===== src/hdl/crm_pkg.sv =====
`default_nettype none
package crm_pkg;

  localparam int unsigned CoefWidth      = 16;
  localparam int unsigned ResultWidth    = 32;
  localparam int unsigned ResultFracBits = 16;

  // determinant of 3x3 with CoefWidth entries, plus headroom for the sum
  localparam int unsigned DetWidth  = 3 * CoefWidth + 3;
  localparam int unsigned NumWidth  = DetWidth + ResultFracBits;
  localparam int unsigned WideWidth = (DetWidth + ResultWidth > NumWidth) ?
                                      DetWidth + ResultWidth : NumWidth;
  localparam int unsigned QueueDepth = 4;
  localparam int unsigned QueuePtrW  = $clog2(QueueDepth);

  typedef struct packed {
    logic signed [CoefWidth-1:0] coef_r1_c1;
    logic signed [CoefWidth-1:0] coef_r1_c2;
    logic signed [CoefWidth-1:0] coef_r1_c3;
    logic signed [CoefWidth-1:0] coef_r2_c1;
    logic signed [CoefWidth-1:0] coef_r2_c2;
    logic signed [CoefWidth-1:0] coef_r2_c3;
    logic signed [CoefWidth-1:0] coef_r3_c1;
    logic signed [CoefWidth-1:0] coef_r3_c2;
    logic signed [CoefWidth-1:0] coef_r3_c3;
    logic signed [CoefWidth-1:0] rhs_r1;
    logic signed [CoefWidth-1:0] rhs_r2;
    logic signed [CoefWidth-1:0] rhs_r3;
  } crm_in_t;

  typedef struct packed {
    logic signed [ResultWidth-1:0] sol_x;
    logic signed [ResultWidth-1:0] sol_y;
    logic signed [ResultWidth-1:0] sol_z;
    logic                          singular;
    logic                          saturated;
  } crm_out_t;

  // determinants handed from front to back
  typedef struct packed {
    logic [DetWidth-1:0]      det;
    logic [2:0][DetWidth-1:0] num;
    logic                     singular;
  } crm_job_t;

endpackage
`default_nettype wire


===== src/hdl/crm_queue.sv =====
`default_nettype none
module crm_queue (
  input  wire logic              clk_i,
  input  wire logic              rst_ni,
  input  wire logic              wr_i,
  output logic                   full_o,
  input  wire crm_pkg::crm_job_t wdata_i,
  output logic                   nempty_o,
  input  wire logic              rd_i,
  output crm_pkg::crm_job_t      rdata_o
);
  import crm_pkg::*;

  crm_job_t             mem_q [QueueDepth];
  logic [QueuePtrW-1:0] wp_q, rp_q;
  logic [QueuePtrW:0]   cnt_q;
  logic                 do_wr, do_rd;

  assign full_o   = cnt_q == (QueuePtrW+1)'(QueueDepth);
  assign nempty_o = cnt_q != '0;
  assign rdata_o  = mem_q[rp_q];
  assign do_wr    = wr_i && !full_o;
  assign do_rd    = rd_i && nempty_o;

  always_ff @(posedge clk_i or negedge rst_ni) begin
    if (!rst_ni) begin
      wp_q  <= '0;
      rp_q  <= '0;
      cnt_q <= '0;
    end else begin
      if (do_wr) begin
        wp_q <= wp_q + 1'b1;
      end
      if (do_rd) begin
        rp_q <= rp_q + 1'b1;
      end
      if (do_wr && !do_rd) begin
        cnt_q <= cnt_q + 1'b1;
      end else if (do_rd && !do_wr) begin
        cnt_q <= cnt_q - 1'b1;
      end
    end
  end

  always_ff @(posedge clk_i) begin
    if (do_wr) begin
      mem_q[wp_q] <= wdata_i;
    end
  end

  a_cnt_range: assert property (@(posedge clk_i) disable iff (!rst_ni)
    cnt_q <= (QueuePtrW+1)'(QueueDepth))
    else $error("queue count out of range");
  a_ptr_gap: assert property (@(posedge clk_i) disable iff (!rst_ni)
    (cnt_q == '0 || cnt_q == (QueuePtrW+1)'(QueueDepth)) |-> wp_q == rp_q)
    else $error("queue pointers disagree with count");
  a_cnt_step: assert property (@(posedge clk_i) disable iff (!rst_ni)
    (do_wr && !do_rd) |=> cnt_q == $past(cnt_q) + 1'b1)
    else $error("queue count missed a write");

endmodule
`default_nettype wire


===== config.mk =====
export PLATFORM = sky130hd
export DESIGN_NAME = crm_queue
export DESIGN_NICKNAME = d
export VERILOG_FILES = /design/src/hdl/crm_pkg.sv /design/src/hdl/crm_queue.sv
export SDC_FILE = /design/constraint.sdc
export NUM_CORES = 1
export LEC_CHECK = 0
export BUFFER_PORTS_ARGS = -buffer_cell sky130_fd_sc_hd__buf_2
export CORE_UTILIZATION = 51
export DETAILED_ROUTE_END_ITERATION = 10
export PLACE_DENSITY = 0.82
export SYNTH_ARGS = -nofsm -noshare
export SYNTH_HDL_FRONTEND = slang
export SYNTH_SLANG_ARGS = --single-unit

===== constraint.sdc =====
create_clock -name clk_i -period 5.8 [get_ports clk_i]
set_clock_uncertainty 0.15 [all_clocks]
set_input_delay 0.29 -clock clk_i [delete_from_list [all_inputs] [get_ports clk_i]]
set_output_delay 0.29 -clock clk_i [all_outputs]
set_load 0.005 [all_outputs]

# Yosys cells after proc, flatten, opt, wreduce, memory -nomap -nowiden
# Memories as Yosys holds them, arrays and structs flattened.
# Cells that the tools add are included.
# classes
mux	4
eq_ne	1
reduce_logical	9
addsub	4
# ops
cell	n
two-way mux 3 bit	2
adder 2 x 1 -> 2 bit, second input constant	2
logical AND 1 bit	4
adder 3 x 1 -> 3 bit, second input constant	1
== test 3 bit, second input constant	1
logical NOT 1 bit	3
nonzero test 3 bit	1
subtractor 3 x 1 -> 3 bit, second input constant	1
two-way mux 1 bit	2
nonzero test 2 bit	1
# totals
elab_cells	22
ramBits	820
n_memories	1
ff_bits	7
input_bits	209
# mem_list
name	words	word_bits	read_ports	rd_clocked_by_memory_dff	wr	line	text
mem_q	4	205	1	0	1	crm_queue.sv:14	crm_job_t mem_q [QueueDepth];

# Logic depth before layout (Yosys ltp)
# Gate-level depths: netlist of run 1.
# depth
depth_word	7
ltp_mapped	9
mapped_depth_nobuf	8

# Worst setup path before layout of run 1
# No wires, ideal clock.
# synth_timing
path_type	flip-flop to flip-flop
startpoint	reg cnt_q[2]
endpoint	mem mem_q[0][0] (netlist name) (enable)
path_buffers	1
stages_incl_launch_ff	5
synth_period_minus_slack_ns	6.215
t_required_ns	5.059
arrival_time_ns	5.474
setup_slack_ns	-0.415
path_cell_list	dfrtp_1 nor3b_1 nor2b_1 buf_2 and2_1
# synth_between
elab_chain_cells	5
# synth_rtl
element	line	text
from (decl)	crm_queue.sv:16	logic [QueuePtrW:0] cnt_q;
from (signal assigned)	crm_queue.sv:38	cnt_q <= cnt_q + 1'b1;
from (signal assigned)	crm_queue.sv:40	cnt_q <= cnt_q - 1'b1;
== test 3 bit	crm_queue.sv:19	assign full_o = cnt_q == (QueuePtrW+1)'(QueueDepth);
via full_o	crm_queue.sv:6	output logic full_o,
logical NOT 1 bit	crm_queue.sv:22	assign do_wr = wr_i && !full_o;
logical AND 1 bit	crm_queue.sv:22	
via do_wr	crm_queue.sv:17	logic do_wr, do_rd;
two-way mux 1 bit	crm_queue.sv:46	if (do_wr) begin
two-way mux 1 bit (implied by the code)	crm_queue.sv:47	mem_q[wp_q] <= wdata_i;
to (decl)	crm_queue.sv:14	
# The timed path passes the listed nets, and every way through them passes these cells.

==> flow_summary_export.csv, run 1 <==
group,metric,value,unit
clock_tree,cts_buffers,80,
cells_and_area,final_layout_size_suffix_gt1_share,40.9,%
synth,synth-compound-area-share,0,%
timing,setup_viol,0,
global_routing,grt_pass1_vias,15638,
cells_and_area,final_cells,2608,
pwr,p_clk_share,27.1,%
pwr,worst_ir_drop_vdd,0.370,mV
clock_tree,htree_levels,3,
floorplan,die_x,244,µm
global_routing,antenna_found_initial,3,
run,drv_cap,0,
synth,avgSynthCellArea,27.1,µm²
synth,synthAdderAreaFrac,0.276,%
clock_tree,root_buffer,"clkbuf_16",
pwr,power.density,488,nW/µm²
worst_setup_path,cp.required,5360,ps
pwr,sequentialPowerShare,45.9,%
worst_setup_path,rrSetupSlack,2520,ps
pwr,total_power,18.3,mW
worst_setup_path,crit_path_cell_trace,"buf_4 > mux4_2 > buf_2",
clock_tree,cts_tree,"built",
placed_design,hpwl,34.5,mm
floorplan,core_area,57900,µm²
detailed_routing,totalWireLength,64.6,mm
pwr,combPwrFrac,27.0,%
global_routing,grt_util_all_layers,21.8,%
timing,min_period,3470,ps
floorplan,start_util,51.7,%
clock_tree,clockBufferDepth,3,
worst_setup_path,crit_arrival,3030,ps
worst_setup_path,critPathCaptureType,"output port",
clock_tree,insertion_delay,600,ps
worst_setup_path,worst-r2r-cell-count,4,
worst_setup_path,rr_startpoint,"cnt_q[2]",
timing,min_period_over_period,59.8,%
clock_tree,post-cts-setup-buffer-count,0,
cells_and_area,nets,1993,
timing,maxSlewViolCount,0,
floorplan,rows,88,
worst_hold_path,hold_start,"wr_i",
pwr,internal-power,13.1,mW
timing,hold_viol_final,0,
timing,worst_slack,2330,ps
synth,synthSimpleGateAreaFrac,0.192,%
worst_hold_path,min_to,"wp_q[0]",
pwr,p_sw_share,28.2,%
synth,ys_seq_area_share,82.7,%
worst_setup_path,startpoint_type,"register",
synth,synth_cell_types,19,
floorplan,ios,416,
detailed_routing,dr.pass1.iters,5,
floorplan,die-area,59700,µm²
pwr,p_sw,5.15,mW
worst_setup_path,critPathSlowestCell,"dfrtp_4",
global_routing,grt_max_degree,116,
placed_design,dp_slack,2700,ps
timing,max_freq,289,MHz
clock_tree,clkSlewWorstSetupHoldPaths,60,ps
detailed_routing,ant_nets,0,
detailed_routing,wl_per_cell,24.8,µm
timing,hold_slack,95.1,ps
placed_design,io_buffers,415,
worst_setup_path,cpPeakStageDelay,1020,ps
cells_and_area,fin_area,37500,µm²
pwr,leakage,12.8,nW
detailed_routing,num_vias,14528,
worst_hold_path,hp-class,"primary input to register",
placed_design,gp_congestion,0.768,
detailed_routing,first_iter_violations,1020,
synth,synth-xor-area-share,0.175,%
placed_design,post-place-cells,2253,
global_routing,grt_pass1_wl,95.9,mm
synth,synth_cells,1106,
worst_setup_path,setup.worst_path.class,"register to output port",
global_routing,gr-total-overflow,0,
outcome,status,"completed",
synth,yosys_warnings,0,
cells_and_area,syn_to_final_growth,25.0,%
worst_setup_path,rr_endpoint,"mem_q[0][123]",
clock_tree,clkSinkCount,827,
worst_setup_path,path_max_fanout,44,
placed_design,dpl_cell_area,32900,µm²
timing,rsz0062_at_grt,"no",
worst_hold_path,whs_path_depth,3,
synth,syn_nets,1321,
detailed_routing,viasPerCell,5.57,
timing,tightest_slew,1110,ps
synth,synth_top_family_by_area,"multiplexers",
timing,final.setup.tns,0,ps
floorplan,die_h,244,µm
timing,max-slew-margin-rel,26.2,%
synth,synth_mux_area_share,15.5,%
synth,ys_ff_latch,827,
synth,syn_area,30000,µm²
detailed_routing,drcViolationCount,0,
cells_and_area,final_util,64.7,%
[synth_stat cells]
master	n	area share, %
buf_6	16	0.60
buf_2	25	0.42
fa_1	1	0.067
nand2_1	1	0.013
dfrtp_1	7	0.58
or3_1	1	0.021
mux2_2	2	0.075
mux4_2	205	15
inv_1	3	0.038
clkbuf_1	6	0.075
nor2b_1	1	0.021
edfxtp_1	820	82
nor3b_1	1	0.025
xor2_1	2	0.058
and2_1	4	0.083
ha_1	5	0.21
nand3_1	1	0.017
xnor2_1	4	0.12
nor2_1	1	0.013
[flip-flops by register name, summed over array words and instances, names as in the netlist]
name / cells
rp_q: 2
mem_q: 820
wp_q: 2
cnt_q: 3
[critical path, delay by kind of cell (launching register included)]
family / cells / cell delay (ps)
flip-flops: 1 / 1020
buffers and inverters: 2 / 760
multiplexers: 1 / 600
[per-layer routing]
| metal | share of wire (%) | GRT usage (%) | wire length, µm |
|---|---|---|---|
| met3 | 8.3 | 5.16 | 5340 |
| met5 | 0.017 | 0 | 11 |
| met1 | 38 | 28.2 | 24500 |
| met2 | 52 | 36.8 | 33400 |
| met4 | 2.2 | 6.76 | 1450 |
[timing repair]
| action | CTS | global route |
|---|---|---|
| endpoints found under the setup margin | 0 | 0 |
| gates resized for setup | 0 | 0 |
| endpoints found under the hold margin | 829 | 0 |
| hold buffers | 208 | 0 |
[final cells by class]
| cell class | count | area [µm²] |
|---|---|---|
| sequential | 827 | 24800 |
| antenna | 3 | 7.51 |
| inverter | 3 | 11.3 |
| clock buffer | 99 | 2070 |
| fill | 3663 | 20400 |
| timing repair buffer | 637 | 4380 |
| clock inverter | 45 | 402 |
| tap | 765 | 957 |
| multi-input combinational | 229 | 4840 |
[placed cells by master, fill, tap and decap left out, types with 2 or more instances in the layout]
| cell type | instances |
|---|---|
| clkinvlp_4 | 3 |
| mux4_2 | 205 |
| dfrtp_1 | 5 |
| and2_4 | 4 |
| dfrtp_4 | 2 |
| bufinv_16 | 6 |
| clkinv_1 | 15 |
| buf_12 | 9 |
| inv_6 | 6 |
| buf_4 | 5 |
| mux2_2 | 2 |
| edfxtp_1 | 820 |
| diode_2 | 3 |
| xor2_1 | 2 |
| clkinv_2 | 13 |
| ha_1 | 5 |
| clkbuf_1 | 19 |
| buf_2 | 415 |
| xnor2_1 | 4 |
| inv_1 | 3 |
| clkbuf_16 | 80 |
| dlygate4sd3_1 | 208 |
[logic make-up after synthesis]
| kind of cell | Yosys count |
|---|---|
| muxes | 207 |
| DFF | 827 |
| buffers and inverters | 50 |
| adders and majority gates | 6 |
| and+or+nand+nor | 10 |
| xor gates and xnor gates | 6 |
[power groups by stage]
stage                     registers, mW  clock network (mW)  logic [mW]
after floorplan                    8.28                   0        3.09
after global placement             8.39                   0        4.78
after detailed placement           8.49                   0        4.81
after CTS                          8.39                5.04        4.99
after global routing               8.49                5.27        5.26
final                              8.39                4.96        4.94
[worst max-delay path by stage]
stage | startpoint | endpoint | cells past startpoint
final | rp_q[0] | rdata_o[79] | 3
after global routing | rp_q[0] | rdata_o[167] | 3
after CTS | rp_q[0] | rdata_o[79] | 3
after detailed placement | cnt_q[2] | mem_q[0][72] | 4
after global placement | cnt_q[2] | mem_q[0][72] | 4
after floorplan | cnt_q[2] | mem_q[0][0] | 4
No activity file was read; power rests on OpenSTA's default activity.
==> run 2: changes to the inputs <==
clock period = 2.85 ns   (was 5.8 ns; I/O delays follow)
==> flow_summary_export.csv, run 2 (synthesis results as in run 1) <==
group,metric,value,unit
outcome,status,"completed",
cells_and_area,layout_common_cells,"820 x edfxtp_1, 415 x buf_2, 209 x dlygate4sd3_1",
clock_tree,clkSlewWorstSetupHoldPaths,60,ps
worst_setup_path,cpMostUsedCell,"buf_12",
clock_tree,clkSinkCount,827,
detailed_routing,wl_per_cell,24.5,µm
placed_design,post-place-cells,2304,
cells_and_area,top_regs,"mem_q x820, cnt_q x3",
worst_setup_path,rrSetupSlack,380,ps
clock_tree,clockBufferDepth,3,
timing,final.setup.tns,0,ps
clock_tree,root_buffer,"clkbuf_16",
floorplan,die-area,59700,µm²
worst_setup_path,path_max_fanout,33,
run,drv_cap,0,
timing,maxSlewViolCount,0,
worst_hold_path,hp-class,"primary input to register",
timing,max-slew-margin-rel,58.7,%
cells_and_area,final_common_cell,"edfxtp_1",
timing,min_period_over_period,95.3,%
placed_design,hpwl,38.2,mm
timing,min_period,2720,ps
detailed_routing,drcViolationCount,0,
placed_design,gp_congestion,0.772,
global_routing,grt_pass1_vias,16084,
worst_setup_path,cp.required,2560,ps
clock_tree,insertion_delay,610,ps
cells_and_area,largest_register_ffs,820,
floorplan,ios,416,
pwr,total_power,38.2,mW
global_routing,grt_util_all_layers,22.0,%
floorplan,core_area,57900,µm²
floorplan,die_x,244,µm
pwr,power.density,1000,nW/µm²
clock_tree,post-cts-setup-buffer-count,0,
pwr,leakage,13.2,nW
worst_setup_path,startpoint_type,"register",
worst_setup_path,cpLargestDelayFamily,"buffers and inverters",
clock_tree,hold_buffers,209,
placed_design,io_buffers,415,
global_routing,grt_pass1_wl,96.8,mm
global_routing,grt_max_degree,80,
floorplan,rows,88,
worst_setup_path,crit_buf_inv,3,
detailed_routing,ant_nets,0,
clock_tree,cts_tree,"built",
cells_and_area,nets,2046,
timing,rsz0062_at_grt,"no",
detailed_routing,num_vias,14765,
timing,hold_slack,134,ps
cells_and_area,syn_to_final_growth,27.5,%
worst_setup_path,critPathCaptureType,"output port",
global_routing,antenna_found_initial,6,
cells_and_area,final_util,66.0,%
timing,hold_viol_final,0,
detailed_routing,first_iter_violations,1082,
worst_setup_path,setup.worst_path.class,"register to output port",
floorplan,die_h,244,µm
global_routing,gr-total-overflow,0,
clock_tree,cts_buffers,81,
cells_and_area,final_layout_size_suffix_gt1_share,42.5,%
floorplan,start_util,51.7,%
worst_setup_path,crit_path_cell_trace,"buf_12 > buf_12 > mux4_2 > buf_2",
detailed_routing,viasPerCell,5.55,
worst_setup_path,cpPeakStageDelay,600,ps
worst_setup_path,critPathSlowestCell,"mux4_2",
cells_and_area,final_cells,2661,
pwr,worst_ir_drop_vdd,0.898,mV
cells_and_area,registers.top_by_ff_count,"mem_q",
detailed_routing,dr.pass1.iters,5,
clock_tree,cts_resized,0,
worst_setup_path,crit_arrival,2420,ps
clock_tree,htree_levels,3,
detailed_routing,totalWireLength,65.2,mm
timing,tightest_slew,619,ps
timing,setup_viol,0,
timing,max_freq,368,MHz
[run 2: cell type report]
cell class	instances	area (µm²)
Tap cell	765	957
Multi-Input combinational cell	229	4840
Inverter	3	11.3
Timing Repair Buffer	689	5010
Fill cell	3594	19700
Clock buffer	96	2100
Clock inverter	47	484
Sequential cell	827	24800
Antenna cell	5	12.5
[run 2: path summary, 6_finish.rpt]
check	startpoint	end	depth (start not counted)
worst max register to register	cnt_q[2]	cnt_q[2]	8
max in group asynchronous	rst_ni	rp_q[0]	3
worst max-delay path	rp_q[0]	rdata_o[91]	4
min in group asynchronous	rst_ni	rp_q[1]	3
worst min register to register	cnt_q[2]	cnt_q[2]	1
worst min-delay path	wdata_i[143]	mem_q[1][143]	2
[run 2: per-stage QoR]
stage	instance area (µm²)	setup slack [ps]
2_1_floorplan	30000	-1060
3_5_place_dp	33500	454
4_1_cts	38200	55.3
5_1_grt	38200	19.4
6_report	38200	134
3_3_place_gp	33500	534
[run 2: where the power goes]
group	switching (mW)	total [mW]	leakage [nW]	internal [mW]
clock	4.35	10.4	1.24	6.10
combinational	5.67	11.1	4.36	5.42
sequential	0.644	16.7	7.59	16.0
total	10.7	38.2	13.2	27.6
[run 2: metal layers]
layer,global-route usage (%),wire length (µm)
met5,0,27
met4,6.76,1590
met3,6.21,5650
met2,37.5,33900
met1,27.3,24000
==> run 3: changes to the inputs <==
--- a/config.mk
+++ b/config.mk
@@ -10,3 +10,5 @@
 export DETAILED_ROUTE_END_ITERATION = 10
+export MAX_ROUTING_LAYER = met4
 export PLACE_DENSITY = 0.82
+export REMOVE_ABC_BUFFERS = 1
 export SYNTH_ARGS = -nofsm -noshare
==> constraint.sdc (replaced) <==
create_clock -name clk_i -period 2.85 [get_ports clk_i]
set_clock_uncertainty 0.15 [all_clocks]
set_input_delay 0.4275 -clock clk_i [delete_from_list [all_inputs] [get_ports clk_i]]
set_output_delay 0.4275 -clock clk_i [all_outputs]
set_load 0.005 [all_outputs]
==> flow_summary_export.csv, run 3 (synthesis results as in run 1) <==
group,metric,value,unit
worst_setup_path,cp.required,2270,ps
placed_design,gp_congestion,0.775,
worst_setup_path,cpPeakStageDelay,550,ps
timing,min_period,2830,ps
worst_setup_path,crit_buf_inv,3,
floorplan,core_area,57900,µm²
detailed_routing,totalWireLength,70.3,mm
worst_hold_path,hp-class,"primary input to async pin",
floorplan,start_util,51.7,%
timing,maxSlewViolCount,0,
worst_setup_path,startpoint_type,"register",
timing,hold_viol_final,0,
placed_design,io_buffers,415,
global_routing,grt_pass1_vias,16334,
global_routing,grt_max_degree,75,
floorplan,ios,416,
global_routing,grt_util_all_layers,24.4,%
placed_design,post-place-cells,2331,
worst_setup_path,setup.worst_path.class,"register to output port",
cells_and_area,syn_to_final_growth,28.2,%
clock_tree,clkSinkCount,827,
detailed_routing,ant_nets,0,
global_routing,gr-total-overflow,0,
timing,min_period_over_period,99.4,%
detailed_routing,wl_per_cell,26.2,µm
global_routing,grt_pass1_wl,103,mm
clock_tree,clockBufferDepth,3,
detailed_routing,first_iter_violations,1095,
placed_design,hpwl,39.9,mm
clock_tree,cts_buffers,80,
detailed_routing,dr.pass1.iters,5,
cells_and_area,final_cells,2685,
cells_and_area,nets,2074,
timing,tightest_slew,513,ps
pwr,worst_ir_drop_vdd,0.692,mV
pwr,total_power,38.6,mW
clock_tree,root_buffer,"clkbuf_16",
floorplan,die-area,59700,µm²
worst_setup_path,crit_arrival,2260,ps
clock_tree,cts_tree,"built",
clock_tree,clkSlewWorstSetupHoldPaths,60,ps
floorplan,rows,88,
detailed_routing,viasPerCell,5.62,
cells_and_area,top_regs,"mem_q x820, cnt_q x3",
clock_tree,insertion_delay,610,ps
cells_and_area,final_layout_size_suffix_gt1_share,43.3,%
cells_and_area,final_common_cell,"edfxtp_1",
timing,rsz0062_at_grt,"yes",
global_routing,antenna_found_initial,7,
cells_and_area,layout_common_cells,"820 x edfxtp_1, 412 x buf_2, 207 x dlygate4sd3_1",
cells_and_area,registers.top_by_ff_count,"mem_q",
worst_setup_path,critPathCaptureType,"output port",
worst_setup_path,crit_path_cell_trace,"buf_12 > buf_16 > mux4_2 > buf_2",
run,drv_cap,0,
timing,max-slew-margin-rel,65.7,%
pwr,leakage,13.3,nW
timing,max_freq,353,MHz
detailed_routing,num_vias,15100,
cells_and_area,num-fill-cells,3484,
worst_setup_path,critPathSlowestCell,"mux4_2",
cells_and_area,largest_register_ffs,820,
timing,setup_viol,0,
clock_tree,htree_levels,3,
detailed_routing,drcViolationCount,0,
worst_setup_path,cpLargestDelayFamily,"buffers and inverters",
outcome,status,"completed",
floorplan,die_h,244,µm
worst_setup_path,path_max_fanout,18,
pwr,power.density,1010,nW/µm²
floorplan,die_x,244,µm
==> run 3: routing by layer <==
metal	vias to the layer above	track usage, %	wire, µm
met4	0	9.25	2340
met2	769	41.2	37600
li1	6339	-	-
met5	-	-	0
met3	149	6.03	5540
met1	7843	28.2	24800
==> run 3: area by class of cell <==
cell class,count,area (µm²),share of cell area (%)
clock inverter,38,405,1.06
tap,765,957,2.49
inverter,3,11.3,0.0293
antenna,7,17.5,0.0456
multi-input combinational,229,4840,12.6
timing repair buffer,718,5310,13.8
clock buffer,98,2070,5.39
sequential,827,24800,64.6
==> run 3: worst reg2reg max path, delay by kind of cell (launching register included) <==
| kind | cells | cell delay, ps |
|---|---|---|
| buffers and inverters | 1 | 330 |
| flip-flops | 1 | 400 |
| AND/OR/NAND/NOR | 3 | 1170 |
==> run 3: path summary, 6_finish.rpt <==
path	from	end	slack [ps]	depth (start not counted)
min in group clk_i	wr_i	wp_q[0]	170	3
worst max-delay path	rp_q[0]	rdata_o[35]	20	4
worst min-delay path	rst_ni	wp_q[1]	70	2
max in group asynchronous	rst_ni	rp_q[1]	2310	2
worst max register to register	cnt_q[2]	mem_q[2][197]	430	4
worst min register to register	cnt_q[2]	cnt_q[2]	350	1
==> run 3: timing repair <==
item                                    in CTS  in global routing
endpoints found under the setup margin     156                 99
setup buffers                                4                  1
endpoints found under the hold margin      829                  0
hold buffers                               207                  0
gates resized for setup                     10                  6
==> run 3: per-stage QoR <==
step	setup TNS, ps	cell area [µm²]	setup slack (ps)	utilization [%]	hold WS [ps]
2_1_floorplan	-4135910	29600	-6290	-	-18.1
3_3_place_gp	0	33700	520	58.3	116
3_5_place_dp	0	33700	463	58.3	117
4_1_cts	-446	38400	-34.7	66.3	26.9
5_1_grt	-2050	38400	-62.9	66.3	41.2
6_report	0	38400	16.3	66.3	65.3
==> run 3: where the power goes <==
| part | total, mW | leakage [nW] | internal, mW | switching, mW |
|---|---|---|---|---|
| combinational | 11.7 | 4.54 | 5.78 | 5.92 |
| sequential | 16.7 | 7.59 | 16.1 | 0.683 |
| clock | 10.2 | 1.21 | 5.88 | 4.33 |
| total | 38.6 | 13.3 | 27.7 | 10.9 |
